[src/design/text_console_writer_top_defines.svh]
// Assertion macros for the text console writer.
// Used by modules that check their own sequencing; needs clk_i and rst_ni in scope.
`ifndef TEXT_CONSOLE_WRITER_TOP_DEFINES_SVH
`define TEXT_CONSOLE_WRITER_TOP_DEFINES_SVH

// same-cycle implication
`define TCW_ASSERT_SAME(label, ante, cons, msg) \
  label: assert property (@(posedge clk_i) disable iff (!rst_ni) (ante) |-> (cons)) \
    else $error(msg);

// next-cycle implication
`define TCW_ASSERT_NEXT(label, ante, cons, msg) \
  label: assert property (@(posedge clk_i) disable iff (!rst_ni) (ante) |=> (cons)) \
    else $error(msg);

`endif

[src/design/tcw_pkg.sv]
// Shared types and constants of the text console writer.
// No dependencies.
package tcw_pkg;

  localparam int COLUMNS_DEF = 80;
  localparam int ROWS_DEF    = 25;

  localparam int KIND_W   = 2;
  localparam int CHAR_W   = 8;
  localparam int ROW_IN_W = 5;
  localparam int COL_IN_W = 7;
  localparam int LINES_W  = 5;
  localparam int CELL_W   = 16;

  localparam logic [CHAR_W-1:0] NEWLINE_CODE     = 8'd10;
  localparam logic [CHAR_W-1:0] SPACE_CODE       = 8'h20;
  localparam logic [CHAR_W-1:0] TEXT_COLOR_RESET = 8'h02;

  typedef enum logic [1:0] {
    KIND_PUT,
    KIND_READ,
    KIND_SCROLL,
    KIND_CLEAR
  } kind_e;

  typedef enum logic [3:0] {
    ST_INIT,
    ST_IDLE,
    ST_PUT_WR,
    ST_ADVANCE,
    ST_SCR_OFF,
    ST_SCR_LIM,
    ST_COPY_RD,
    ST_COPY_WR,
    ST_BLANK,
    ST_RD_REQ,
    ST_RD_DATA,
    ST_DONE
  } state_e;

endpackage

[src/design/tcw_addr_unit.sv]
// Shared address unit: row * COLUMNS + column.
// Depends on nothing but its parameters.
module tcw_addr_unit #(
  parameter int COLUMNS = 80,
  parameter int MA_W    = 5,
  parameter int MB_W    = 7,
  parameter int AW      = 11
) (
  input  logic [MA_W-1:0] row_i,
  input  logic [MB_W-1:0] col_i,
  output logic [AW-1:0]   addr_o
);

  localparam int PW = MA_W + MB_W + 1;

  logic [PW-1:0] full;

  assign full   = PW'(row_i) * PW'(COLUMNS) + PW'(col_i);
  assign addr_o = full[AW-1:0];

endmodule

[src/design/tcw_seq.sv]
// Sequencer of the text console writer: cursor, walks over the screen, result.
// Depends on tcw_pkg, tcw_addr_unit and text_console_writer_top_defines.svh.
`include "text_console_writer_top_defines.svh"

module tcw_seq #(
  parameter int COLUMNS = tcw_pkg::COLUMNS_DEF,
  parameter int ROWS    = tcw_pkg::ROWS_DEF,
  parameter int AW      = $clog2(ROWS * COLUMNS)
) (
  input  logic                          clk_i,
  input  logic                          rst_ni,
  input  logic                          start_i,
  output logic                          busy_o,
  input  logic [tcw_pkg::KIND_W-1:0]    kind_i,
  input  logic [tcw_pkg::CHAR_W-1:0]    char_code_i,
  input  logic [tcw_pkg::ROW_IN_W-1:0]  cell_row_i,
  input  logic [tcw_pkg::COL_IN_W-1:0]  cell_column_i,
  input  logic [tcw_pkg::LINES_W-1:0]   line_count_i,
  input  logic [tcw_pkg::CHAR_W-1:0]    color_i,
  input  logic [tcw_pkg::CELL_W-1:0]    mem_rdata_i,
  output logic                          mem_we_o,
  output logic [AW-1:0]                 mem_waddr_o,
  output logic [tcw_pkg::CELL_W-1:0]    mem_wdata_o,
  output logic [AW-1:0]                 mem_raddr_o,
  output logic                          done_o,
  output logic [tcw_pkg::ROW_IN_W-1:0]  cursor_row_o,
  output logic [tcw_pkg::COL_IN_W-1:0]  cursor_column_o,
  output logic [tcw_pkg::CELL_W-1:0]    cell_value_o
);

  localparam int CELLS = ROWS * COLUMNS;
  localparam int RW    = $clog2(ROWS);
  localparam int CW    = $clog2(COLUMNS);
  localparam int MA_W  = ($clog2(ROWS + 1) > tcw_pkg::LINES_W) ?
                         $clog2(ROWS + 1) : tcw_pkg::LINES_W;
  localparam int MB_W  = ($clog2(COLUMNS + 1) > tcw_pkg::COL_IN_W) ?
                         $clog2(COLUMNS + 1) : tcw_pkg::COL_IN_W;
  localparam logic [AW-1:0] LAST_ADDR = AW'(CELLS - 1);
  localparam logic [RW-1:0] LAST_ROW  = RW'(ROWS - 1);
  localparam logic [CW-1:0] LAST_COL  = CW'(COLUMNS - 1);

  tcw_pkg::state_e state_q, state_d;
  tcw_pkg::kind_e  kind_q, kind_d;
  logic [tcw_pkg::CHAR_W-1:0]  ch_q, ch_d;
  logic [tcw_pkg::LINES_W-1:0] n_q, n_d;
  logic [RW-1:0]               y_q, y_d;
  logic [CW-1:0]               x_q, x_d;
  logic [AW-1:0]               addr_q, addr_d;
  logic [AW-1:0]               off_q, off_d;
  logic [AW-1:0]               lim_q, lim_d;
  logic [tcw_pkg::CELL_W-1:0]  value_q, value_d;

  logic [MA_W-1:0] op_a;
  logic [MB_W-1:0] op_b;
  logic [AW-1:0]   unit_sum;
  logic [AW-1:0]   addr_next;
  logic [MA_W-1:0] rows_left;
  logic            in_range;
  logic            we;
  logic [tcw_pkg::CELL_W-1:0] wdata;

  tcw_addr_unit #(
    .COLUMNS (COLUMNS),
    .MA_W    (MA_W),
    .MB_W    (MB_W),
    .AW      (AW)
  ) u_addr (
    .row_i  (op_a),
    .col_i  (op_b),
    .addr_o (unit_sum)
  );

  assign addr_next = addr_q + AW'(1);
  assign rows_left = MA_W'(ROWS) - MA_W'(n_q);
  assign in_range  = (MA_W'(cell_row_i) < MA_W'(ROWS)) &&
                     (MB_W'(cell_column_i) < MB_W'(COLUMNS));

  always_ff @(posedge clk_i or negedge rst_ni) begin
    if (!rst_ni) begin
      state_q <= tcw_pkg::ST_INIT;
      kind_q  <= tcw_pkg::KIND_PUT;
      y_q     <= '0;
      x_q     <= '0;
      addr_q  <= '0;
    end else begin
      state_q <= state_d;
      kind_q  <= kind_d;
      y_q     <= y_d;
      x_q     <= x_d;
      addr_q  <= addr_d;
    end
  end

  always_ff @(posedge clk_i) begin
    ch_q    <= ch_d;
    n_q     <= n_d;
    off_q   <= off_d;
    lim_q   <= lim_d;
    value_q <= value_d;
  end

  always_comb begin
    state_d = state_q;
    kind_d  = kind_q;
    ch_d    = ch_q;
    n_d     = n_q;
    y_d     = y_q;
    x_d     = x_q;
    addr_d  = addr_q;
    off_d   = off_q;
    lim_d   = lim_q;
    value_d = value_q;
    op_a    = '0;
    op_b    = '0;
    we      = 1'b0;
    wdata   = {color_i, tcw_pkg::SPACE_CODE};
    unique case (state_q)
      tcw_pkg::ST_INIT: begin
        we    = 1'b1;
        wdata = {tcw_pkg::TEXT_COLOR_RESET, tcw_pkg::SPACE_CODE};
        if (addr_q == LAST_ADDR) begin
          addr_d  = '0;
          state_d = tcw_pkg::ST_IDLE;
        end else begin
          addr_d = addr_next;
        end
      end
      tcw_pkg::ST_IDLE: begin
        if (start_i) begin
          kind_d  = tcw_pkg::kind_e'(kind_i);
          ch_d    = char_code_i;
          n_d     = line_count_i;
          value_d = '0;
          addr_d  = '0;
          unique case (tcw_pkg::kind_e'(kind_i))
            tcw_pkg::KIND_PUT: begin
              if (char_code_i == tcw_pkg::NEWLINE_CODE) begin
                state_d = tcw_pkg::ST_ADVANCE;
              end else begin
                op_a    = MA_W'(y_q);
                op_b    = MB_W'(x_q);
                addr_d  = unit_sum;
                state_d = tcw_pkg::ST_PUT_WR;
              end
            end
            tcw_pkg::KIND_READ: begin
              op_a = MA_W'(cell_row_i);
              op_b = MB_W'(cell_column_i);
              if (in_range) begin
                addr_d  = unit_sum;
                state_d = tcw_pkg::ST_RD_REQ;
              end else begin
                state_d = tcw_pkg::ST_DONE;
              end
            end
            tcw_pkg::KIND_SCROLL: begin
              if (line_count_i == '0) begin
                state_d = tcw_pkg::ST_DONE;
              end else if (MA_W'(line_count_i) >= MA_W'(ROWS)) begin
                y_d     = '0;
                state_d = tcw_pkg::ST_BLANK;
              end else begin
                state_d = tcw_pkg::ST_SCR_OFF;
              end
            end
            tcw_pkg::KIND_CLEAR: begin
              y_d     = '0;
              x_d     = '0;
              state_d = tcw_pkg::ST_BLANK;
            end
            default: state_d = tcw_pkg::ST_IDLE;
          endcase
        end
      end
      tcw_pkg::ST_PUT_WR: begin
        we      = 1'b1;
        wdata   = {color_i, ch_q};
        state_d = tcw_pkg::ST_ADVANCE;
      end
      tcw_pkg::ST_ADVANCE: begin
        if ((ch_q == tcw_pkg::NEWLINE_CODE) || (x_q == LAST_COL)) begin
          x_d = '0;
          if (y_q == LAST_ROW) begin
            // bottom row left: scroll up one line
            n_d     = tcw_pkg::LINES_W'(1);
            state_d = tcw_pkg::ST_SCR_OFF;
          end else begin
            y_d     = y_q + RW'(1);
            state_d = tcw_pkg::ST_DONE;
          end
        end else begin
          x_d     = x_q + CW'(1);
          state_d = tcw_pkg::ST_DONE;
        end
      end
      tcw_pkg::ST_SCR_OFF: begin
        op_a    = MA_W'(n_q);
        off_d   = unit_sum;
        state_d = tcw_pkg::ST_SCR_LIM;
      end
      tcw_pkg::ST_SCR_LIM: begin
        op_a    = rows_left;
        lim_d   = unit_sum;
        y_d     = RW'(rows_left);
        addr_d  = '0;
        state_d = tcw_pkg::ST_COPY_RD;
      end
      tcw_pkg::ST_COPY_RD: begin
        state_d = tcw_pkg::ST_COPY_WR;
      end
      tcw_pkg::ST_COPY_WR: begin
        we     = 1'b1;
        wdata  = mem_rdata_i;
        addr_d = addr_next;
        if (addr_next == lim_q) begin
          state_d = tcw_pkg::ST_BLANK;
        end else begin
          state_d = tcw_pkg::ST_COPY_RD;
        end
      end
      tcw_pkg::ST_BLANK: begin
        we = 1'b1;
        if (addr_q == LAST_ADDR) begin
          addr_d  = '0;
          state_d = tcw_pkg::ST_DONE;
        end else begin
          addr_d = addr_next;
        end
      end
      tcw_pkg::ST_RD_REQ: begin
        state_d = tcw_pkg::ST_RD_DATA;
      end
      tcw_pkg::ST_RD_DATA: begin
        value_d = mem_rdata_i;
        state_d = tcw_pkg::ST_DONE;
      end
      tcw_pkg::ST_DONE: begin
        state_d = tcw_pkg::ST_IDLE;
      end
      default: state_d = tcw_pkg::ST_IDLE;
    endcase
  end

  assign busy_o          = (state_q != tcw_pkg::ST_IDLE);
  assign done_o          = (state_q == tcw_pkg::ST_DONE);
  assign mem_we_o        = we;
  assign mem_waddr_o     = addr_q;
  assign mem_wdata_o     = wdata;
  assign mem_raddr_o     = (state_q == tcw_pkg::ST_COPY_RD) ? (addr_q + off_q) : addr_q;
  assign cursor_row_o    = tcw_pkg::ROW_IN_W'(y_q);
  assign cursor_column_o = tcw_pkg::COL_IN_W'(x_q);
  assign cell_value_o    = value_q;

  `TCW_ASSERT_NEXT(a_accept_busy, start_i && !busy_o, busy_o, "request taken but not busy")
  `TCW_ASSERT_SAME(a_done_busy, done_o, busy_o, "result strobe while idle")
  `TCW_ASSERT_NEXT(a_done_single, done_o, !done_o && !busy_o, "result strobe not single")
  `TCW_ASSERT_SAME(a_cursor_range, 1'b1,
                   (MA_W'(y_q) < MA_W'(ROWS)) && (MB_W'(x_q) < MB_W'(COLUMNS)),
                   "cursor off screen")
  `TCW_ASSERT_SAME(a_write_range, mem_we_o, mem_waddr_o <= LAST_ADDR, "cell write off screen")
  `TCW_ASSERT_SAME(a_value_zero, done_o && (kind_q != tcw_pkg::KIND_READ),
                   cell_value_o == '0, "cell value set for non-read")

endmodule

[config.mk]
export PLATFORM = sky130hd
export DESIGN_NAME = tcw_seq
export DESIGN_NICKNAME = d
export VERILOG_FILES = /design/src/design/tcw_pkg.sv /design/src/design/tcw_addr_unit.sv /design/src/design/tcw_seq.sv
export VERILOG_INCLUDE_DIRS = /design/src /design/src/design
export SDC_FILE = /design/constraint.sdc
export NUM_CORES = 1
export LEC_CHECK = 0
export ABC_AREA = 1
export BUFFER_PORTS_ARGS = -buffer_cell sky130_fd_sc_hd__buf_2
export CELL_PAD_IN_SITES_DETAIL_PLACEMENT = 2
export CELL_PAD_IN_SITES_GLOBAL_PLACEMENT = 2
export CORE_ASPECT_RATIO = 1.75
export CORE_MARGIN = 5
export CORE_UTILIZATION = 34
export DETAILED_ROUTE_END_ITERATION = 7
export GPL_TIMING_DRIVEN = 0
export PLACE_DENSITY = 0.88
export RECOVER_POWER = 25
export SYNTH_ARGS = -nofsm -noshare
export SYNTH_HDL_FRONTEND = slang
export SYNTH_HIERARCHICAL = 1
export SYNTH_SLANG_ARGS = --single-unit
[constraint.sdc]
create_clock -name clk_i -period 5.95 [get_ports clk_i]
set_input_delay 0.2975 -clock clk_i [delete_from_list [all_inputs] [get_ports clk_i]]
set_output_delay 0.2975 -clock clk_i [all_outputs]
set_load 0.01 [all_outputs]
* After elaboration in Yosys (flattened, before gate mapping)
Cells that the tools add are included.
** Word-level totals
- Register bits :: 78
- Latch bits :: 0
- RAM bits :: 0
- Bits in read-only memories :: 0
- Input port bits :: 54
- Output and inout port bits :: 69
- Logic and storage cells :: 114
- Memories kept :: 0
** Cells by class
- Add/subtract/negate cells :: 6
- Multiply operators :: 1
- Div/mod/pow operators :: 0
- Order comparisons :: 3
- Equality and inequality tests :: 31
- Shift operators :: 0
- Mux-type cells :: 46
- Bitwise logic cells :: 0
- Reduce and logical (&&, ||, !) cells :: 18
** Operators with widths (count)
- $mux 11 :: 5
- $mux 5 :: 10
- $pmux 16 s3 :: 1
- $pmux 11 s4 :: 1
- $pmux 4 s11 :: 1
- $mux 7 :: 6
- $mux 4 :: 8
- $pmux 16 s2 :: 1
- $pmux 5 s2 :: 3
- $pmux 5 s3 :: 2
- $pmux 7 s2 :: 2
- $pmux 11 s2 :: 1
- $eq 4x3->1 const B :: 4
- $eq 4x4->1 const B :: 4
- $eq 8x4->1 const B :: 2
- $mux 16 :: 1
- $pmux 4 s4 :: 1
- $ne 2x2->1 const B :: 6
- $add 11x1->11 const B :: 1
- $add 11x11->11 :: 1
- $add 11x7->11 :: 1
- $eq 11x11->1 :: 1
- $eq 11x11->1 const B :: 1
- $eq 4x2->1 const B :: 2
- other kinds (32) :: 39

* Depth between registers and ports, before layout
- Depth after elaboration :: 11
- Mapped depth :: 18
- Gate-level depth less buffers :: 18

* Hierarchy
The synthesis kept the hierarchy.
** Modules (own cells, without submodules)
- tcw_seq :: times used 1, cells each 640, area each 5029.8 um^2, seq. area each 2207.1 um^2
- tcw_addr_unit :: times used 1, cells each 55, area each 369.1 um^2, seq. area each 0.0 um^2

* Worst setup path after synthesis
No wires, ideal clock.
- Kind :: register -> register
- Start :: register state_q[3]
- End :: register addr_q[10], in the netlist mem_waddr_o[10]
- Setup time :: 87 ps
- Data arrival time :: 3185 ps
- Required time :: 5863 ps
- Slack :: 2677 ps
- Stages on the path, launching flop included :: 17
- Buffers on the path :: 0
- Clock period less this slack :: 3273 ps
- Cell sequence :: dfrtp_1 > nor2_1 > inv_1 > nor2_1 > inv_1 > o211ai_1 > ha_1 > ha_1 > fa_1 > nand2_1 > inv_1 > nand3_1 > nor2_1 > nand3_1 > nand2_1 > nand2_1 > a22oi_1
** On the way
- Word-level cells in the longest chain between the ends :: 8
- Elaborated cells between the ends (all ways) :: 19
- Those cells by class :: add/sub (1); mul (1); eq/ne (6); mux (7); reduce/logical (4)
** RTL lines
- start, declared :: RTL line tcw_seq.sv:42 : tcw_pkg::state_e state_q, state_d;
- start signal, assigned :: RTL line tcw_seq.sv:80 : state_q <= tcw_pkg::ST_INIT;
- start signal, assigned :: RTL line tcw_seq.sv:86 : state_q <= state_d;
- $eq 4x3->1 / $eq 4x1->1 (equally long branches)
- $pmux 5 s3 * :: RTL line tcw_seq.sv:117 : unique case (state_q)
- via op_a[3] :: RTL line tcw_seq.sv:53 : logic [MA_W-1:0] op_a;
- $mul 5x3->7 * :: RTL line tcw_addr_unit.sv:18 : assign full = PW'(row_i) * PW'(COLUMNS) + PW'(col_i);
- $add 11x7->11 * :: RTL line tcw_addr_unit.sv:18
- via unit_sum[10] :: RTL line tcw_seq.sv:55 : logic [AW-1:0] unit_sum;
- $mux 11 (on tied branches) :: RTL line tcw_seq.sv:149, tcw_seq.sv:137
- $pmux 11 s2 * :: RTL line tcw_seq.sv:135 : unique case (tcw_pkg::kind_e'(kind_i))
- $mux 11 * :: RTL line tcw_seq.sv:129 : if (start_i) begin
- $pmux 11 s4 * :: RTL line tcw_seq.sv:117
- end signal, assigned :: RTL line tcw_seq.sv:90 : addr_q <= addr_d;
- end, declared :: RTL line tcw_seq.sv:48 : logic [AW-1:0] addr_q, addr_d;
Mark *: on every way through the listed nets, which the timed path passes. The rest lies on a longest branch. The select of a mux whose other input is x is not followed.
A chain may end at the register's enable or synchronous reset.

* Final worst setup path
Ends and elaborated chain as after synthesis.

==> key figures <==
Status
  • Status: finished with violations
  • Failing checks: capacitance limit, slew limit

GRT
  • Number of global-route vias before repair: 6595
  • Overflow after GRT: 0
  • Antenna violations before repair: 1
  • Largest net degree at the start of global routing: 28
  • First-pass GRT wire length: ~35000 um
  • Total track usage: 24.2%

Clock network
  • Resized Gates After CTS: 0
  • Clock Pin Slew Worst Setup and Hold Paths: ~0.07 ns
  • Clock sink total: between 70 and 80
  • Clock Latency Late Sink: 0.35 ns
  • CTS tree: built
  • Hold buffers post-CTS: 0
  • Clock H-tree levels: 3
  • CTS Buf Count: 9
  • Setup Fix Bufs, Post-CTS: 0
  • Clock Path Buffers: 2
  • Root Buffer: clkbuf_16

Timing
  • Slew Viols, Final: 28
  • Final clock skew: 0.00780 ns
  • RSZ-0062 raised after global routing: false
  • Final hold violations: 0
  • Least-Margin Pin Slew: 1.92 ns
  • Hold slack: 0.136 ns
  • Final setup fails: 0
  • Final min period: approximately 4.2 ns
  • Fin worst setup slack: 1.74 ns
  • Final worst-path cycle share: 70.8%
  • Setup TNS: 0 ns
  • Worst slew margin: -27.9%
  • Fmax: 237 MHz

Final layout
  • Most common cell after layout, fill and taps aside: nand2_1
  • Final layout net count: between 900 and 1000
  • Area Growth Syn to Fin: 21.1%
  • Share of cells above drive strength 1: 18.5%
  • Most frequent cells in the layout: 155 x nand2_1, 99 x buf_2, 96 x inv_1

Synthesis
  • Ys Warns: 6
  • Unique masters post-synth: 45
  • Post-synthesis xor/xnor area fraction: 2.43%
  • Synth Area in Compound Gates: roughly 14%
  • Post-Syn Area: 5400 um^2
  • Main combinational cell family by area after synthesis: simple AND/OR/NAND/NOR gates
  • Post-synthesis simple-gate area fraction: 27.6%
  • Post-Synth Adder-Cell Area: 6.67%
  • Syn_nets: 776
  • Mapped Cells: 695
  • Syn_area_per_cell: approximately 7.8 um^2
  • #FFs+latches synth: 78
  • Multiplexer area fraction after synthesis: 0%
  • Sequential-to-total area share from yosys stat: 40.9%

Die
  • Core area: approximately 16000 um^2
  • Io pins: 123
  • Die width: between 100 and 150 um
  • Die height: 177 um
  • Die ar.: 18600 um^2
  • FP Rows: 61
  • Initial Utilization: around a third

Route
  • Drt pass-1 iters: 4
  • Via count: between 5000 and 6000
  • DRT iter0 DRCs: 235
  • Final wirelength: 22500 um
  • Per-cell routed wire length: around 22 um
  • Drt via density: 5.46
  • DRT antenna net count: 0
  • DRC viols: 0

Worst hold path
  • Hold path cells: 1
  • Type of the tightest min-delay check: in2reg

Power
  • Leak: 3.08 nW
  • Tot Pwr: 3.25 mW
  • Max VDD drop: 0.176 mV
  • Pwr Density: between 400 and 500 nW/um^2

Setup path
  • Critical Path End Type: flip-flop
  • Worst reg2reg path depth: 17
  • CP max FO: 7
  • CP arrival: 4.46 ns
  • Kind of critical path: reg2reg
  • Flop-to-flop setup slack: between 1.5 and 2 ns
  • CP Launch Type: flip-flop
  • CP required: 6.20 ns

Placed design
  • Post-DP HPWL: 17200 um
  • Gpl congestion: about 0.87
  • I/O Buffers: 122
  • Pre-CTS setup slack: 1.48 ns

Run
  • Max-Cap Viols: 1
==> layout make-up <==
cell class                 count  area [um^2]
antenna                        1         2.50
buffer                        17         95.1
multi-input combinational    499         2720
clock buffer                   9          225
tap                          189          236
clock inverter                 7         88.8
timing repair buffer         123          588
sequential                    78         2210
inverter                     101          379
fill                        1891         9180
==> logic make-up (layout without fill, tap and decap cells) <==
group                    count (synthesis)  count (layout)
buffers and inverters                  118             257
flip-flops                              78              78
AO/OA/AOI/OAI                          126             126
AND/OR/NAND/NOR                        331             331
adder cells (fa/ha/maj)                 27              27
XOR/XNOR                                15              15
other                                    0               1
==> Yosys cell counts (all sizes together) <==
cell type,instances,area [um^2]
nor3b,1,7.51
a32o,1,10.0
o32ai,1,8.76
clkbuf,6,22.5
edfxtp,51,1530
a31o,1,8.76
nor4,3,18.8
fa,3,60.1
inv,101,379
buf,11,72.6
xnor2,5,43.8
o21bai,3,26.3
or2,4,25.0
o211ai,4,30.0
o221ai,1,8.76
ha,24,300
nand3,66,345
a21oi,32,160
o21ai,53,273
a22oi,10,75.1
dfrtp,27,676
o21a,2,15.0
o22ai,5,31.3
a31oi,9,56.3
nor2,82,379
xor2,10,87.6
nor3,6,30.0
o31ai,3,22.5
nor4b,1,8.76
a21o,1,7.51
nand2,159,617
nand3b,4,30.0
nand4,5,31.3
==> where the power goes <==
part | internal, mW | total [mW] | switching, mW
combinational | 0.550 | 1.72 | 1.17
clock | 0.337 | 0.613 | 0.276
sequential | 0.754 | 0.922 | 0.169
==> metrics by stage <==
step           utilization, %  area [um^2]  instances
2_1_floorplan               -         5400        695
3_3_place_gp             39.7         6250       1006
3_5_place_dp             39.7         6250       1006
4_1_cts                  41.7         6560       1022
5_1_grt                  41.6         6540       1024
6_report                 41.6         6540       1024
==> registers in the layout (all words and copies together), names as in the netlist <==
signal / count
cursor_row_o: 5
cursor_column_o: 7
ch_q: 8
mem_waddr_o: 11
state_q: 4
cell_value_o: 16
n_q: 5
off_q: 11
lim_q: 11
==> final timing paths <==
path                                      end          startpoint
max reg2reg                   mem_waddr_o[10]          state_q[3]
min                                   ch_q[3]      char_code_i[3]
max                           mem_waddr_o[10]          state_q[3]
min in group asynchronous      mem_waddr_o[7]              rst_ni
min reg2reg                cursor_column_o[1]  cursor_column_o[1]
max in group asynchronous  cursor_column_o[0]              rst_ni
==> critical path, cell delays in order (launching register included) <==
cell      delay, ns
dfrtp_1        0.46
nor2_1         0.26
inv_1          0.19
nor2_1         0.60
buf_6          0.25
inv_1          0.08
o211ai_1       0.27
ha_1           0.30
ha_1           0.23
fa_1           0.53
nand2_1        0.06
inv_1          0.12
nand3_1        0.11
nor2_1         0.13
nand3_1        0.10
nand2_1        0.12
nand2_1        0.08
a22oi_1        0.20
==> routing by layer <==
metal,part of all wire (%),GRT usage (%),vias up
met5,0,0,-
met4,3.8,11.6,0
met3,2.6,3.03,50
met2,59,49.3,131
met1,35,22.8,2820
li1,-,-,2587
(Power assumes the default switching activity.)
